==> src/rtl/core/swmf_pkg.sv <==
`timescale 1ns / 1ps
package swmf_pkg;

	// sizing
	localparam int MAX_WINDOW  = 16;
	localparam int SAMPLE_BITS = 32;
	localparam int IDX_W       = (MAX_WINDOW > 1) ? $clog2(MAX_WINDOW) : 1;
	localparam int LEN_W       = $clog2(MAX_WINDOW + 1);

	// fixed port widths
	localparam int DATA_W     = 32;
	localparam int CFG_LEN_W  = 5;
	localparam int CFG_RANK_W = 4;
	localparam int CFG_DATA_W = 5;
	localparam int CFG_IDX_W  = 1;

	localparam int LEN_RESET  = 5;
	localparam int RANK_RESET = 2;

	typedef logic [IDX_W-1:0]       idx_t;
	typedef logic [LEN_W-1:0]       len_t;
	typedef logic [SAMPLE_BITS-1:0] smp_t;
	typedef logic [CFG_IDX_W-1:0]   cfg_idx_t;

	// register indexes
	localparam cfg_idx_t REG_WINDOW_LENGTH = cfg_idx_t'(0);
	localparam cfg_idx_t REG_OUTPUT_RANK   = cfg_idx_t'(1);

	typedef enum logic [1:0] {
		ST_IDLE,
		ST_SCAN,
		ST_DRAIN,
		ST_DONE
	} state_t;

	// sequencer requests to the window store
	typedef struct packed {
		logic wr_en;
		idx_t wr_addr;
		smp_t wr_data;
		logic rd_en;
		idx_t rd_addr_a;
		idx_t rd_addr_b;
	} win_req_t;

endpackage

==> src/rtl/core/swmf_cmp.sv <==
`timescale 1ns / 1ps
// shared rank comparator: does entry b come ahead of entry a in the sorted order
// ties are broken by slot index so that every entry gets a distinct position
module swmf_cmp (
	input  swmf_pkg::smp_t val_a,
	input  swmf_pkg::smp_t val_b,
	input  swmf_pkg::idx_t idx_a,
	input  swmf_pkg::idx_t idx_b,
	output logic           ahead
);

	always_comb begin
		ahead = (val_b < val_a) || ((val_b == val_a) && (idx_b < idx_a));
	end

endmodule

==> src/rtl/core/swmf_window.sv <==
`timescale 1ns / 1ps
// circular sample store, one write port and two registered read ports
module swmf_window (
	input  logic             clk,
	input  logic             arst_n,
	input  swmf_pkg::win_req_t req,
	output swmf_pkg::smp_t   rd_a,
	output swmf_pkg::smp_t   rd_b
);

	swmf_pkg::smp_t                 mem_q [swmf_pkg::MAX_WINDOW];
	logic [swmf_pkg::MAX_WINDOW-1:0] valid_q;
	swmf_pkg::smp_t                 rd_a_q;
	swmf_pkg::smp_t                 rd_b_q;

	// entry valid bits, an unwritten entry reads as zero
	always_ff @(posedge clk or negedge arst_n) begin
		if (!arst_n) begin
			valid_q <= '0;
		end else if (req.wr_en) begin
			valid_q[req.wr_addr] <= 1'b1;
		end
	end

	// storage write
	always_ff @(posedge clk) begin
		if (req.wr_en) begin
			mem_q[req.wr_addr] <= req.wr_data;
		end
	end

	// registered reads
	always_ff @(posedge clk) begin
		if (req.rd_en) begin
			rd_a_q <= valid_q[req.rd_addr_a] ? mem_q[req.rd_addr_a] : '0;
			rd_b_q <= valid_q[req.rd_addr_b] ? mem_q[req.rd_addr_b] : '0;
		end
	end

	assign rd_a = rd_a_q;
	assign rd_b = rd_b_q;

endmodule

==> src/rtl/core/swmf_ctrl.sv <==
`timescale 1ns / 1ps
// sequencer: config registers, write pointer, pairwise scan and result register
module swmf_ctrl (
	input  logic                              clk,
	input  logic                              arst_n,
	input  logic                              in_valid,
	output logic                              in_ready,
	input  logic [swmf_pkg::DATA_W-1:0]       sample,
	output logic                              out_valid,
	input  logic                              out_ready,
	output logic [swmf_pkg::DATA_W-1:0]       filtered,
	input  logic                              cfg_write,
	input  swmf_pkg::cfg_idx_t                cfg_index,
	input  logic [swmf_pkg::CFG_DATA_W-1:0]   cfg_data,
	output swmf_pkg::win_req_t                win_req,
	input  swmf_pkg::smp_t                    rd_a,
	output swmf_pkg::idx_t                    cmp_idx_a,
	output swmf_pkg::idx_t                    cmp_idx_b,
	input  logic                              cmp_ahead
);

	swmf_pkg::state_t                   state_q;
	swmf_pkg::state_t                   state_d;
	logic [swmf_pkg::CFG_LEN_W-1:0]     win_len_q;
	logic [swmf_pkg::CFG_RANK_W-1:0]    out_rank_q;
	swmf_pkg::idx_t                     wr_pos_q;
	swmf_pkg::idx_t                     i_q;
	swmf_pkg::idx_t                     j_q;
	swmf_pkg::idx_t                     i_s1;
	swmf_pkg::idx_t                     j_s1;
	logic                               vld_s1;
	logic                               row_end_s1;
	swmf_pkg::idx_t                     cnt_q;
	swmf_pkg::smp_t                     result_q;
	logic                               out_valid_q;
	logic [swmf_pkg::DATA_W-1:0]        filtered_q;

	swmf_pkg::len_t                     len;
	swmf_pkg::idx_t                     last;
	swmf_pkg::idx_t                     rank;
	swmf_pkg::idx_t                     wr_slot;
	swmf_pkg::idx_t                     wr_next;
	swmf_pkg::idx_t                     cnt_sum;
	logic                               accept;
	logic                               issue;
	logic                               load_out;
	logic                               scan_end;

	// effective length and rank
	always_comb begin
		if (win_len_q == '0) begin
			len = swmf_pkg::len_t'(1);
		end else if (32'(win_len_q) > 32'(swmf_pkg::MAX_WINDOW)) begin
			len = swmf_pkg::len_t'(swmf_pkg::MAX_WINDOW);
		end else begin
			len = swmf_pkg::len_t'(win_len_q);
		end
		last = swmf_pkg::idx_t'(len - swmf_pkg::len_t'(1));
		if (32'(out_rank_q) > 32'(last)) begin
			rank = last;
		end else begin
			rank = swmf_pkg::idx_t'(out_rank_q);
		end
	end

	// write slot and following position
	always_comb begin
		if (swmf_pkg::len_t'(wr_pos_q) >= len) begin
			wr_slot = '0;
		end else begin
			wr_slot = wr_pos_q;
		end
		if (swmf_pkg::len_t'(wr_slot) + swmf_pkg::len_t'(1) >= len) begin
			wr_next = '0;
		end else begin
			wr_next = swmf_pkg::idx_t'(wr_slot + swmf_pkg::idx_t'(1));
		end
	end

	assign scan_end = (i_q == last) && (j_q == last);

	// next state
	always_comb begin
		state_d = state_q;
		unique case (state_q)
			swmf_pkg::ST_IDLE: begin
				if (in_valid) state_d = swmf_pkg::ST_SCAN;
			end
			swmf_pkg::ST_SCAN: begin
				if (scan_end) state_d = swmf_pkg::ST_DRAIN;
			end
			swmf_pkg::ST_DRAIN: begin
				state_d = swmf_pkg::ST_DONE;
			end
			swmf_pkg::ST_DONE: begin
				if (!out_valid_q || out_ready) state_d = swmf_pkg::ST_IDLE;
			end
			default: state_d = swmf_pkg::ST_IDLE;
		endcase
	end

	// state outputs
	always_comb begin
		in_ready = 1'b0;
		issue    = 1'b0;
		load_out = 1'b0;
		unique case (state_q)
			swmf_pkg::ST_IDLE:  in_ready = 1'b1;
			swmf_pkg::ST_SCAN:  issue    = 1'b1;
			swmf_pkg::ST_DRAIN: ;
			swmf_pkg::ST_DONE:  load_out = !out_valid_q || out_ready;
			default: ;
		endcase
	end

	assign accept = in_valid && in_ready;

	always_ff @(posedge clk or negedge arst_n) begin
		if (!arst_n) begin
			state_q <= swmf_pkg::ST_IDLE;
		end else begin
			state_q <= state_d;
		end
	end

	// configuration registers
	always_ff @(posedge clk or negedge arst_n) begin
		if (!arst_n) begin
			win_len_q  <= swmf_pkg::CFG_LEN_W'(swmf_pkg::LEN_RESET);
			out_rank_q <= swmf_pkg::CFG_RANK_W'(swmf_pkg::RANK_RESET);
		end else if (cfg_write) begin
			unique case (cfg_index)
				swmf_pkg::REG_WINDOW_LENGTH: win_len_q <= cfg_data[swmf_pkg::CFG_LEN_W-1:0];
				swmf_pkg::REG_OUTPUT_RANK:   out_rank_q <= cfg_data[swmf_pkg::CFG_RANK_W-1:0];
				default: ;
			endcase
		end
	end

	// write position
	always_ff @(posedge clk or negedge arst_n) begin
		if (!arst_n) begin
			wr_pos_q <= '0;
		end else if (accept) begin
			wr_pos_q <= wr_next;
		end
	end

	// pair counters, b sweeps fastest
	always_ff @(posedge clk or negedge arst_n) begin
		if (!arst_n) begin
			i_q <= '0;
			j_q <= '0;
		end else if (accept) begin
			i_q <= '0;
			j_q <= '0;
		end else if (issue) begin
			if (j_q == last) begin
				j_q <= '0;
				i_q <= swmf_pkg::idx_t'(i_q + swmf_pkg::idx_t'(1));
			end else begin
				j_q <= swmf_pkg::idx_t'(j_q + swmf_pkg::idx_t'(1));
			end
		end
	end

	// compare stage, lines up with the registered read data
	always_ff @(posedge clk or negedge arst_n) begin
		if (!arst_n) begin
			vld_s1 <= 1'b0;
		end else begin
			vld_s1 <= issue;
		end
	end

	always_ff @(posedge clk) begin
		if (issue) begin
			i_s1       <= i_q;
			j_s1       <= j_q;
			row_end_s1 <= (j_q == last);
		end
	end

	assign cmp_idx_a = i_s1;
	assign cmp_idx_b = j_s1;
	assign cnt_sum   = swmf_pkg::idx_t'(cnt_q + swmf_pkg::idx_t'(cmp_ahead));

	// count entries ranked ahead of entry a, keep a when its position is the rank
	always_ff @(posedge clk or negedge arst_n) begin
		if (!arst_n) begin
			cnt_q <= '0;
		end else if (accept) begin
			cnt_q <= '0;
		end else if (vld_s1) begin
			cnt_q <= row_end_s1 ? '0 : cnt_sum;
		end
	end

	always_ff @(posedge clk) begin
		if (vld_s1 && row_end_s1 && (cnt_sum == rank)) begin
			result_q <= rd_a;
		end
	end

	// output register
	always_ff @(posedge clk or negedge arst_n) begin
		if (!arst_n) begin
			out_valid_q <= 1'b0;
		end else if (load_out) begin
			out_valid_q <= 1'b1;
		end else if (out_ready) begin
			out_valid_q <= 1'b0;
		end
	end

	always_ff @(posedge clk) begin
		if (load_out) begin
			filtered_q <= swmf_pkg::DATA_W'(result_q);
		end
	end

	assign out_valid = out_valid_q;
	assign filtered  = filtered_q;

	// window store requests
	always_comb begin
		win_req.wr_en     = accept;
		win_req.wr_addr   = wr_slot;
		win_req.wr_data   = swmf_pkg::smp_t'(sample);
		win_req.rd_en     = issue;
		win_req.rd_addr_a = i_q;
		win_req.rd_addr_b = j_q;
	end

endmodule

==> src/rtl/core/sliding_window_median_filter_core.sv <==
`timescale 1ns / 1ps
// running rank (median) filter over a circular window of recent samples
// input channel: in_valid / in_ready with sample; one transfer per sample
// output channel: out_valid / out_ready with filtered; one result per sample
// config: cfg_write with cfg_index 0 = window length (clamped 1..16),
//   index 1 = output rank (clamped to length - 1); write only while idle
// each sample overwrites the oldest slot, then every pair of window entries
//   goes through one shared comparator, one pair per cycle, counting how many
//   entries rank ahead of each one; the entry whose count equals the rank wins
// a new sample is not taken until the comparator sweep for the last one is done;
//   in_ready is low from the input transfer until the result is loaded
// a finished result waits in an output register, so the next sample can be
//   taken and ranked while the receiver stalls; the block only holds before
//   loading a second result over one not yet transferred
// reset: window reads as all zero, write position 0, length 5, rank 2,
//   no result pending
module sliding_window_median_filter_core (
	input  logic                            clk,
	input  logic                            arst_n,
	input  logic                            in_valid,
	output logic                            in_ready,
	input  logic [swmf_pkg::DATA_W-1:0]     sample,
	output logic                            out_valid,
	input  logic                            out_ready,
	output logic [swmf_pkg::DATA_W-1:0]     filtered,
	input  logic                            cfg_write,
	input  swmf_pkg::cfg_idx_t              cfg_index,
	input  logic [swmf_pkg::CFG_DATA_W-1:0] cfg_data
);

	swmf_pkg::win_req_t win_req;
	swmf_pkg::smp_t     rd_a;
	swmf_pkg::smp_t     rd_b;
	swmf_pkg::idx_t     cmp_idx_a;
	swmf_pkg::idx_t     cmp_idx_b;
	logic               cmp_ahead;

	// sample store
	swmf_window u_window (
		.clk    (clk),
		.arst_n (arst_n),
		.req    (win_req),
		.rd_a   (rd_a),
		.rd_b   (rd_b)
	);

	// shared comparator
	swmf_cmp u_cmp (
		.val_a (rd_a),
		.val_b (rd_b),
		.idx_a (cmp_idx_a),
		.idx_b (cmp_idx_b),
		.ahead (cmp_ahead)
	);

	// sequencer
	swmf_ctrl u_ctrl (
		.clk       (clk),
		.arst_n    (arst_n),
		.in_valid  (in_valid),
		.in_ready  (in_ready),
		.sample    (sample),
		.out_valid (out_valid),
		.out_ready (out_ready),
		.filtered  (filtered),
		.cfg_write (cfg_write),
		.cfg_index (cfg_index),
		.cfg_data  (cfg_data),
		.win_req   (win_req),
		.rd_a      (rd_a),
		.cmp_idx_a (cmp_idx_a),
		.cmp_idx_b (cmp_idx_b),
		.cmp_ahead (cmp_ahead)
	);

endmodule

==> config.mk <==
export PLATFORM = sky130hd
export DESIGN_NAME = sliding_window_median_filter_core
export DESIGN_NICKNAME = d
export VERILOG_FILES = /design/src/rtl/core/swmf_pkg.sv /design/src/rtl/core/swmf_cmp.sv /design/src/rtl/core/swmf_window.sv /design/src/rtl/core/swmf_ctrl.sv /design/src/rtl/core/sliding_window_median_filter_core.sv
export SDC_FILE = /design/constraint.sdc
export NUM_CORES = 1
export LEC_CHECK = 0
export BUFFER_PORTS_ARGS = -buffer_cell sky130_fd_sc_hd__buf_2
export CAP_MARGIN = 25
export CORE_UTILIZATION = 60
export CTS_BUF_LIST = sky130_fd_sc_hd__clkbuf_8
export DETAILED_ROUTE_END_ITERATION = 6
export GPL_TIMING_DRIVEN = 0
export PLACE_DENSITY = 0.77
export RECOVER_POWER = 25
export SETUP_SLACK_MARGIN = 0.2
export SLEW_MARGIN = 20
export SYNTH_ARGS = -nofsm -noshare
export SYNTH_HDL_FRONTEND = slang
export SYNTH_SLANG_ARGS = --single-unit
==> constraint.sdc <==
create_clock -name clk -period 15.1 [get_ports clk]
set_input_delay 3.02 -clock clk [delete_from_list [all_inputs] [get_ports clk]]
set_output_delay 3.02 -clock clk [all_outputs]
set_load 0.005 [all_outputs]
# Yosys cells after proc, flatten, opt, wreduce, memory -nomap -nowiden
# Memory sizes are Yosys's and may differ from the RTL's. A register that Yosys moved wholly into a read port is not among the register bits.
# Cells that the tools add are included.
[word_totals]
input_bits = 43
memories = 1
elab_cells = 96
reg_bits = 118
ramBits = 512
output_inout_bits = 34
[classes]
n_reduce_logical = 21
add_sub_neg = 6
n_eq_ne = 10
n_bitwise = 2
mux = 31
order_cmp = 10
[memory_table]
columns = ["name", "depth", "width", "read_ports", "rd_ports_with_merged_regs", "wr", "line", "source"]
rows = [
  ["u_window.mem_q", 16, 32, 2, 2, 1, "swmf_window.sv:11", "swmf_pkg::smp_t mem_q [swmf_pkg::MAX_WINDOW];"],
]
[op_table]
columns = ["operator", "count"]
rows = [
  ["$mux W4", 12],
  ["$eq A32 B32 Y1", 1],
  ["$lt A32 B32 Y1", 1],
  ["$or A16 B16 Y16", 1],
  ["$lt A4 B5 Y1 const B", 3],
  ["$add A4 B1 Y4 const B", 3],
  ["$eq A4 B4 Y1", 3],
  ["$mux W1", 10],
  ["$mux W5", 2],
  ["$bmux W1 S4", 2],
  ["$pmux W2 S4", 1],
  ["$reduce_bool A2 Y1", 4],
  ["$logic_and A1 B1 Y1", 6],
  ["$mux W2", 3],
  ["$reduce_and A2 Y1", 3],
  ["$add A4 B1 Y5 const B", 1],
  ["$ge A4 B5 Y1", 1],
  ["$ge A5 B5 Y1", 1],
  ["$gt A5 B5 Y1 const B", 1],
  ["$logic_not A5 Y1", 1],
  ["$add A4 B1 Y4", 1],
  ["$demux W1 S4", 1],
  ["$eq A2 B2 Y1 const B", 2],
  ["$ge A4 B1 Y1 const B", 1],
  ["11 further kinds", 15],
]

# Depth between registers and ports, before layout
[depth]
ltp_word = 10
mapped_depth = 17
depth_no_buf = 16

# Cells and area by module
# A second synthesis with hierarchy kept.
[unflattened]
cells_unflattened = 1643
area_unflattened_um2 = 31363.8
[modules_own_cells]
columns = ["module", "instances", "cells_per_inst", "area_each_um2", "seq_area_each_um2"]
rows = [
  ["swmf_window", 1, 1197, 25951.1, 17697.0],
  ["swmf_ctrl", 1, 315, 4508.1, 2921.6],
  ["swmf_cmp", 1, 131, 904.6, 0.0],
]

# Worst setup path after synthesis
# OpenSTA, ideal clock, no wires.
[synth_path]
path_kind = "input -> register"
startpoint = "input port in_valid"
endpoint = "memory u_window.mem_q[12][0] (netlist name) (enable)"
required_ns = 14.597
t_arrival_ns = 6.562
path_buffers = 1
path_slack_ns = 8.034
setup_ns = 0.503
cell_stages = 4
cell_sequence = "and2_1 clkbuf_1 nand2_1 nor4_1"
[synth_via]
elab_chain_len = 3
[synth_rtl]
columns = ["element", "line", "source"]
rows = [
  ["from (decl)", "sliding_window_median_filter_core.sv:20", "input logic in_valid,"],
  ["$logic_and A1 B1 Y1", "swmf_ctrl.sv:116", "assign accept = in_valid && in_ready;"],
  ["$mux W1", "swmf_window.sv:27", "if (req.wr_en) begin"],
  ["$mux W1 (implied by the code)", "swmf_window.sv:28", "mem_q[req.wr_addr] <= req.wr_data;"],
  ["to (decl)", "swmf_window.sv:11", ""],
]
# Every way passes these cells.

# Worst setup path in the final report
[layout_path]
startpoint = "register u_ctrl.win_len_q[3] (netlist name)"
endpoint = "register u_ctrl.wr_pos_q[2]"
[layout_via]
elab_chain_len = 8
elab_cells_between_ends = 10
cone_classes = "2 x add/sub; 3 x order compare; 4 x mux; 1 x reduce/logical"
[layout_rtl]
columns = ["element", "line", "source"]
rows = [
  ["from (decl)", "swmf_ctrl.sv:24", "logic [swmf_pkg::CFG_LEN_W-1:0] win_len_q;"],
  ["from (signal assigned)", "swmf_ctrl.sv:129", "win_len_q <= swmf_pkg::CFG_LEN_W'(swmf_pkg::LEN_RESET);"],
  ["from (signal assigned)", "swmf_ctrl.sv:133", "swmf_pkg::REG_WINDOW_LENGTH: win_len_q <= cfg_data[swmf_pkg::CFG_LEN_W-1:0];"],
  ["$gt A5 B5 Y1", "swmf_ctrl.sv:53", "end else if (32'(win_len_q) > 32'(swmf_pkg::MAX_WINDOW)) begin"],
  ["$mux W5", "swmf_ctrl.sv:53", ""],
  ["$mux W5 *", "swmf_ctrl.sv:51", "if (win_len_q == '0) begin"],
  ["$ge A4 B5 Y1", "swmf_ctrl.sv:68", "if (swmf_pkg::len_t'(wr_pos_q) >= len) begin"],
  ["$mux W4", "swmf_ctrl.sv:68", ""],
  ["$add A4 B1 Y5", "swmf_ctrl.sv:73", "if (swmf_pkg::len_t'(wr_slot) + swmf_pkg::len_t'(1) >= len) begin"],
  ["$ge A5 B5 Y1", "swmf_ctrl.sv:73", ""],
  ["$mux W4 *", "swmf_ctrl.sv:73", ""],
  ["to (signal assigned)", "swmf_ctrl.sv:145", "wr_pos_q <= wr_next;"],
  ["to (decl)", "swmf_ctrl.sv:26", "swmf_pkg::idx_t wr_pos_q;"],
]
# Every way passes the cells marked *; elsewhere a longest branch is shown, timed or not.
# A chain may end at the register's enable or synchronous reset.

==> results.py <==
metrics = {
    "synth": {
        "synth_area_um2": 31400,
        "synth_top_area_share_pct": 62.0,
        "synth_seq_area_share_pct": 65.6,
        "synth-edff-count": 649,
        "synth_cells": 1574,
        "synthesis.nets": 1677,
        "ys_warn_count": 0,
        "ys_seq_elements": 694,
        "ys_types": 59,
        "avgSynthCellArea_um2": 20.0,
        "synth.area.top_cells": "edfxtp_1, mux4_2, dfrtp_1, ha_1, nor2b_1",
        "synthFlopType": "edfxtp_1",
        "async_flop_share_pct": 6.48,
        "yosysTopAreaCell": "edfxtp_1",
    },
    "timing": {
        "setup_violations": 0,
        "rsz0062_at_grt": "false",
        "setup_tns_ns": 0,
        "tightestPinTransition_ns": 2.93,
        "max-slew-margin-rel_pct": -95.3,
        "finalCritPeriodShare_pct": 33.8,
        "fmax_ghz": 0.196,
        "fin_worst_skew_ns": 0.0346,
        "drv_slew": 130,
        "finalHoldViolations": 0,
        "period_needed_ns": 5.10,
    },
    "power": {
        "p_int_mw": 4.17,
        "switching_share_pct": 33.4,
        "clock_power_share_pct": 23.7,
        "powerDensity_nw_per_um2": 178,
        "seqPwrFrac_pct": 40.3,
        "power.leakage_nw": 11.7,
        "ir_worst_vdd_uv": 86.6,
        "combinationalPowerShare_pct": 35.9,
        "p_switching_mw": 2.09,
    },
    "drt": {
        "vias_per_cell": 6.98,
        "wl_per_cell_um": 32.7,
        "first_pass_iters": 6,
        "dr_total_vias": 17800,
        "route.detailed.drc": 0,
        "wirelength_um": 83600,
        "drt_iter0_markers": 2729,
        "final_antenna_net_count": 0,
    },
    "clocking": {
        "ctsResizeCount": 0,
        "ctsHoldBuffers": 0,
        "cts_tree": "built",
        "cts_sinks": 694,
        "clk_latency_ns": 0.71,
        "cts-root-buf": "clkbuf_8",
        "clockBufferDepth": 3,
        "post_cts_buffers": 0,
        "cts-buffers-inserted": 108,
        "cts.clk_slew.worst_paths_ns": 0.06,
        "htreeDepth": 3,
    },
    "finish": {
        "drive_gt1_share_pct": 32.7,
        "fillers": 3320,
        "final_cell_area_um2": 35100,
        "multi_input_area_um2": 10300,
        "utilization_pct": 68.1,
        "nets": 1889,
        "final_cells": 2556,
        "regArea_um2": 20600,
        "syn2layout_area_growth_pct": 11.6,
    },
    "global_route": {
        "antenna_found_initial": 3,
        "grt_pass1_wl_um": 120000,
        "grt_max_degree": 46,
        "grt_overflow": 0,
        "first_global_vias": 17900,
        "gr-usage-all-layers_pct": 32.4,
    },
    "floorplanning": {
        "dieArea_um2": 53300,
        "coreArea_um2": 51500,
        "initial_core_util_pct": 61.0,
        "die_w_um": 231,
        "die_h_um": 231,
        "pin_count": 77,
        "row_count": 83,
    },
    "placement": {
        "routabilityCongestion": 0.853,
        "io_buffers": 76,
        "place_area_um2": 33000,
        "post-place-cells": 2351,
        "place_hpwl_um": 52000,
    },
    "worst_setup_path": {
        "setup.worst_path.class": "reg2reg",
        "end_kind": "flip-flop",
        "crit_arrival_ns": 5.72,
        "required_ns": 15.72,
        "path_max_fanout": 10,
        "cp-start-kind": "flip-flop",
    },
    "flow_run": {
        "cap_violations": 3,
    },
    "outcome": {
        "status": "finished, violations left",
        "failed_checks": "capacitance limit, slew limit",
    },
    "hold_path": {
        "hp-class": "reg2reg",
    },
}
==> power groups by stage <==
| stage | Combinational (mW) | Clock, mW | Sequential (mW) |
|---|---|---|---|
| global route | 2.36 | 1.58 | 2.54 |
| detailed placement | 2.22 | 0 | 2.55 |
| floorplan | 1.49 | 0 | 2.51 |
| global placement | 2.14 | 0 | 2.56 |
| CTS | 2.23 | 1.50 | 2.52 |
| finish | 2.25 | 1.48 | 2.53 |
==> cells in the mapped netlist (3+ instances only) <==
cell and n:
edfxtp_1 649, mux4_2 311, nor2b_1 66, ha_1 60, inv_1 53, dfrtp_1 42
buf_2 38, clkbuf_1 34, nand2_1 28, a21oi_1 27, mux2i_1 26, nor2_1 26
o21ai_0 24, a21o_1 19, and2_1 17, buf_1 17, nand2b_1 11, mux2_2 10
xnor2_1 10, a211oi_1 9, nand3_1 9, a221oi_1 7, nor3_1 7, a22oi_1 6
nor4_1 6, nand4_1 5, nand3b_1 4, o21a_1 4, xor2_1 4, and3_1 3
buf_4 3, dfstp_2 3, nor3b_1 3, o31ai_1 3
==> logic make-up (layout without fill, tap and decap cells) <==
family / Yosys count / after routing / synth area share [%]
muxes: 348 / 348 / 23.5
and+or+nand+nor: 194 / 194 / 3.45
AOI/OAI and AO/OA: 116 / 116 / 2.53
adders and majority gates: 60 / 60 / 2.39
other: 0 / 1 / 0
xor gates and xnor gates: 17 / 17 / 0.585
buffers and inverters: 145 / 446 / 1.92
DFF: 694 / 694 / 65.6
==> stage by stage <==
step | setup slack, ns | total power, mW | hold WS (ns)
3_5_place_dp | 9.52 | 4.78 | 0.405
3_3_place_gp | 2.97 | 4.70 | 0.402
6_report | 10.0 | 6.26 | 0.414
5_1_grt | 9.75 | 6.48 | 0.415
2_1_floorplan | 8.03 | 4.00 | 0.400
4_1_cts | 10.12 | 6.25 | 0.414
==> layout make-up <==
type                    count  area share, %
flip-flops and latches    694           58.8
diodes                      1        0.00713
repair buffers            102           1.99
multi-input cells         735           29.2
well taps                 680           2.43
clock buffers             121           4.75
inverters                  53          0.567
clock inverters            78           1.07
plain buffers              92           1.17
==> per-layer routing <==
| metal | global-route usage (%) | routed length, um | vias to the layer above |
|---|---|---|---|
| met4 | 13.5 | 2990 | 4 |
| met3 | 8.07 | 9700 | 222 |
| met1 | 43.5 | 30300 | 9276 |
| met2 | 51.1 | 40600 | 1297 |
| met5 | 0 | 19 | - |
| li1 | - | - | 7035 |
==> registers in the layout (all words and copies together) (netlist names), 5 cells and up <==
name              cells
u_window.rd_b        32
u_ctrl.result_q      32
u_window.rd_a        32
u_ctrl.win_len_q      5
u_window.mem_q      512
u_window.valid_q     16
u_ctrl.filtered      32
==> worst paths after layout <==
kind                                                 start                              end  slack (ns)  cells past startpoint
min                          u_ctrl.result_q[23]$_DFFE_PP_    u_ctrl.filtered[23]$_DFFE_PP_        0.41                      0
max reg2reg                u_ctrl.win_len_q[3]$_DFFE_PN0P_   u_ctrl.wr_pos_q[2]$_DFFE_PN0P_        10.0                     17
max in group asynchronous                           arst_n  u_window.valid_q[0]$_DFFE_PN0P_       10.57                      1
max                        u_ctrl.win_len_q[3]$_DFFE_PN0P_   u_ctrl.wr_pos_q[2]$_DFFE_PN0P_        10.0                     17
min in group asynchronous                           arst_n      u_ctrl.cnt_q[0]$_DFFE_PN0P_        3.10                      1
min reg2reg                  u_ctrl.result_q[23]$_DFFE_PP_    u_ctrl.filtered[23]$_DFFE_PP_        0.41                      0
==> cells in the final DEF (no fill, tap or decap), types with 28 or more instances in the layout <==
master	count
buf_2	104
clkbuf_1	56
clkbuf_8	121
dfrtp_1	42
edfxtp_1	649
ha_1	60
inv_1	97
mux4_2	311
nand2_1	28
nor2b_1	66
==> critical path, stage by stage, from the launching register on <==
cell       delay, ns
dfrtp_1         0.45
or3_1           0.46
a21oi_1         0.44
ha_1            0.32
nand2b_1        0.15
a21o_1          0.18
a211oi_1        0.35
nor2_1          0.26
nor2_1          0.31
ha_1            0.26
clkbuf_1        0.46
xnor2_1         0.16
ha_1            0.24
a211o_1         0.27
o2111ai_1       0.07
nand3_1         0.23
o31ai_1         0.28
a32o_1          0.15
(Power assumes the default switching activity.)
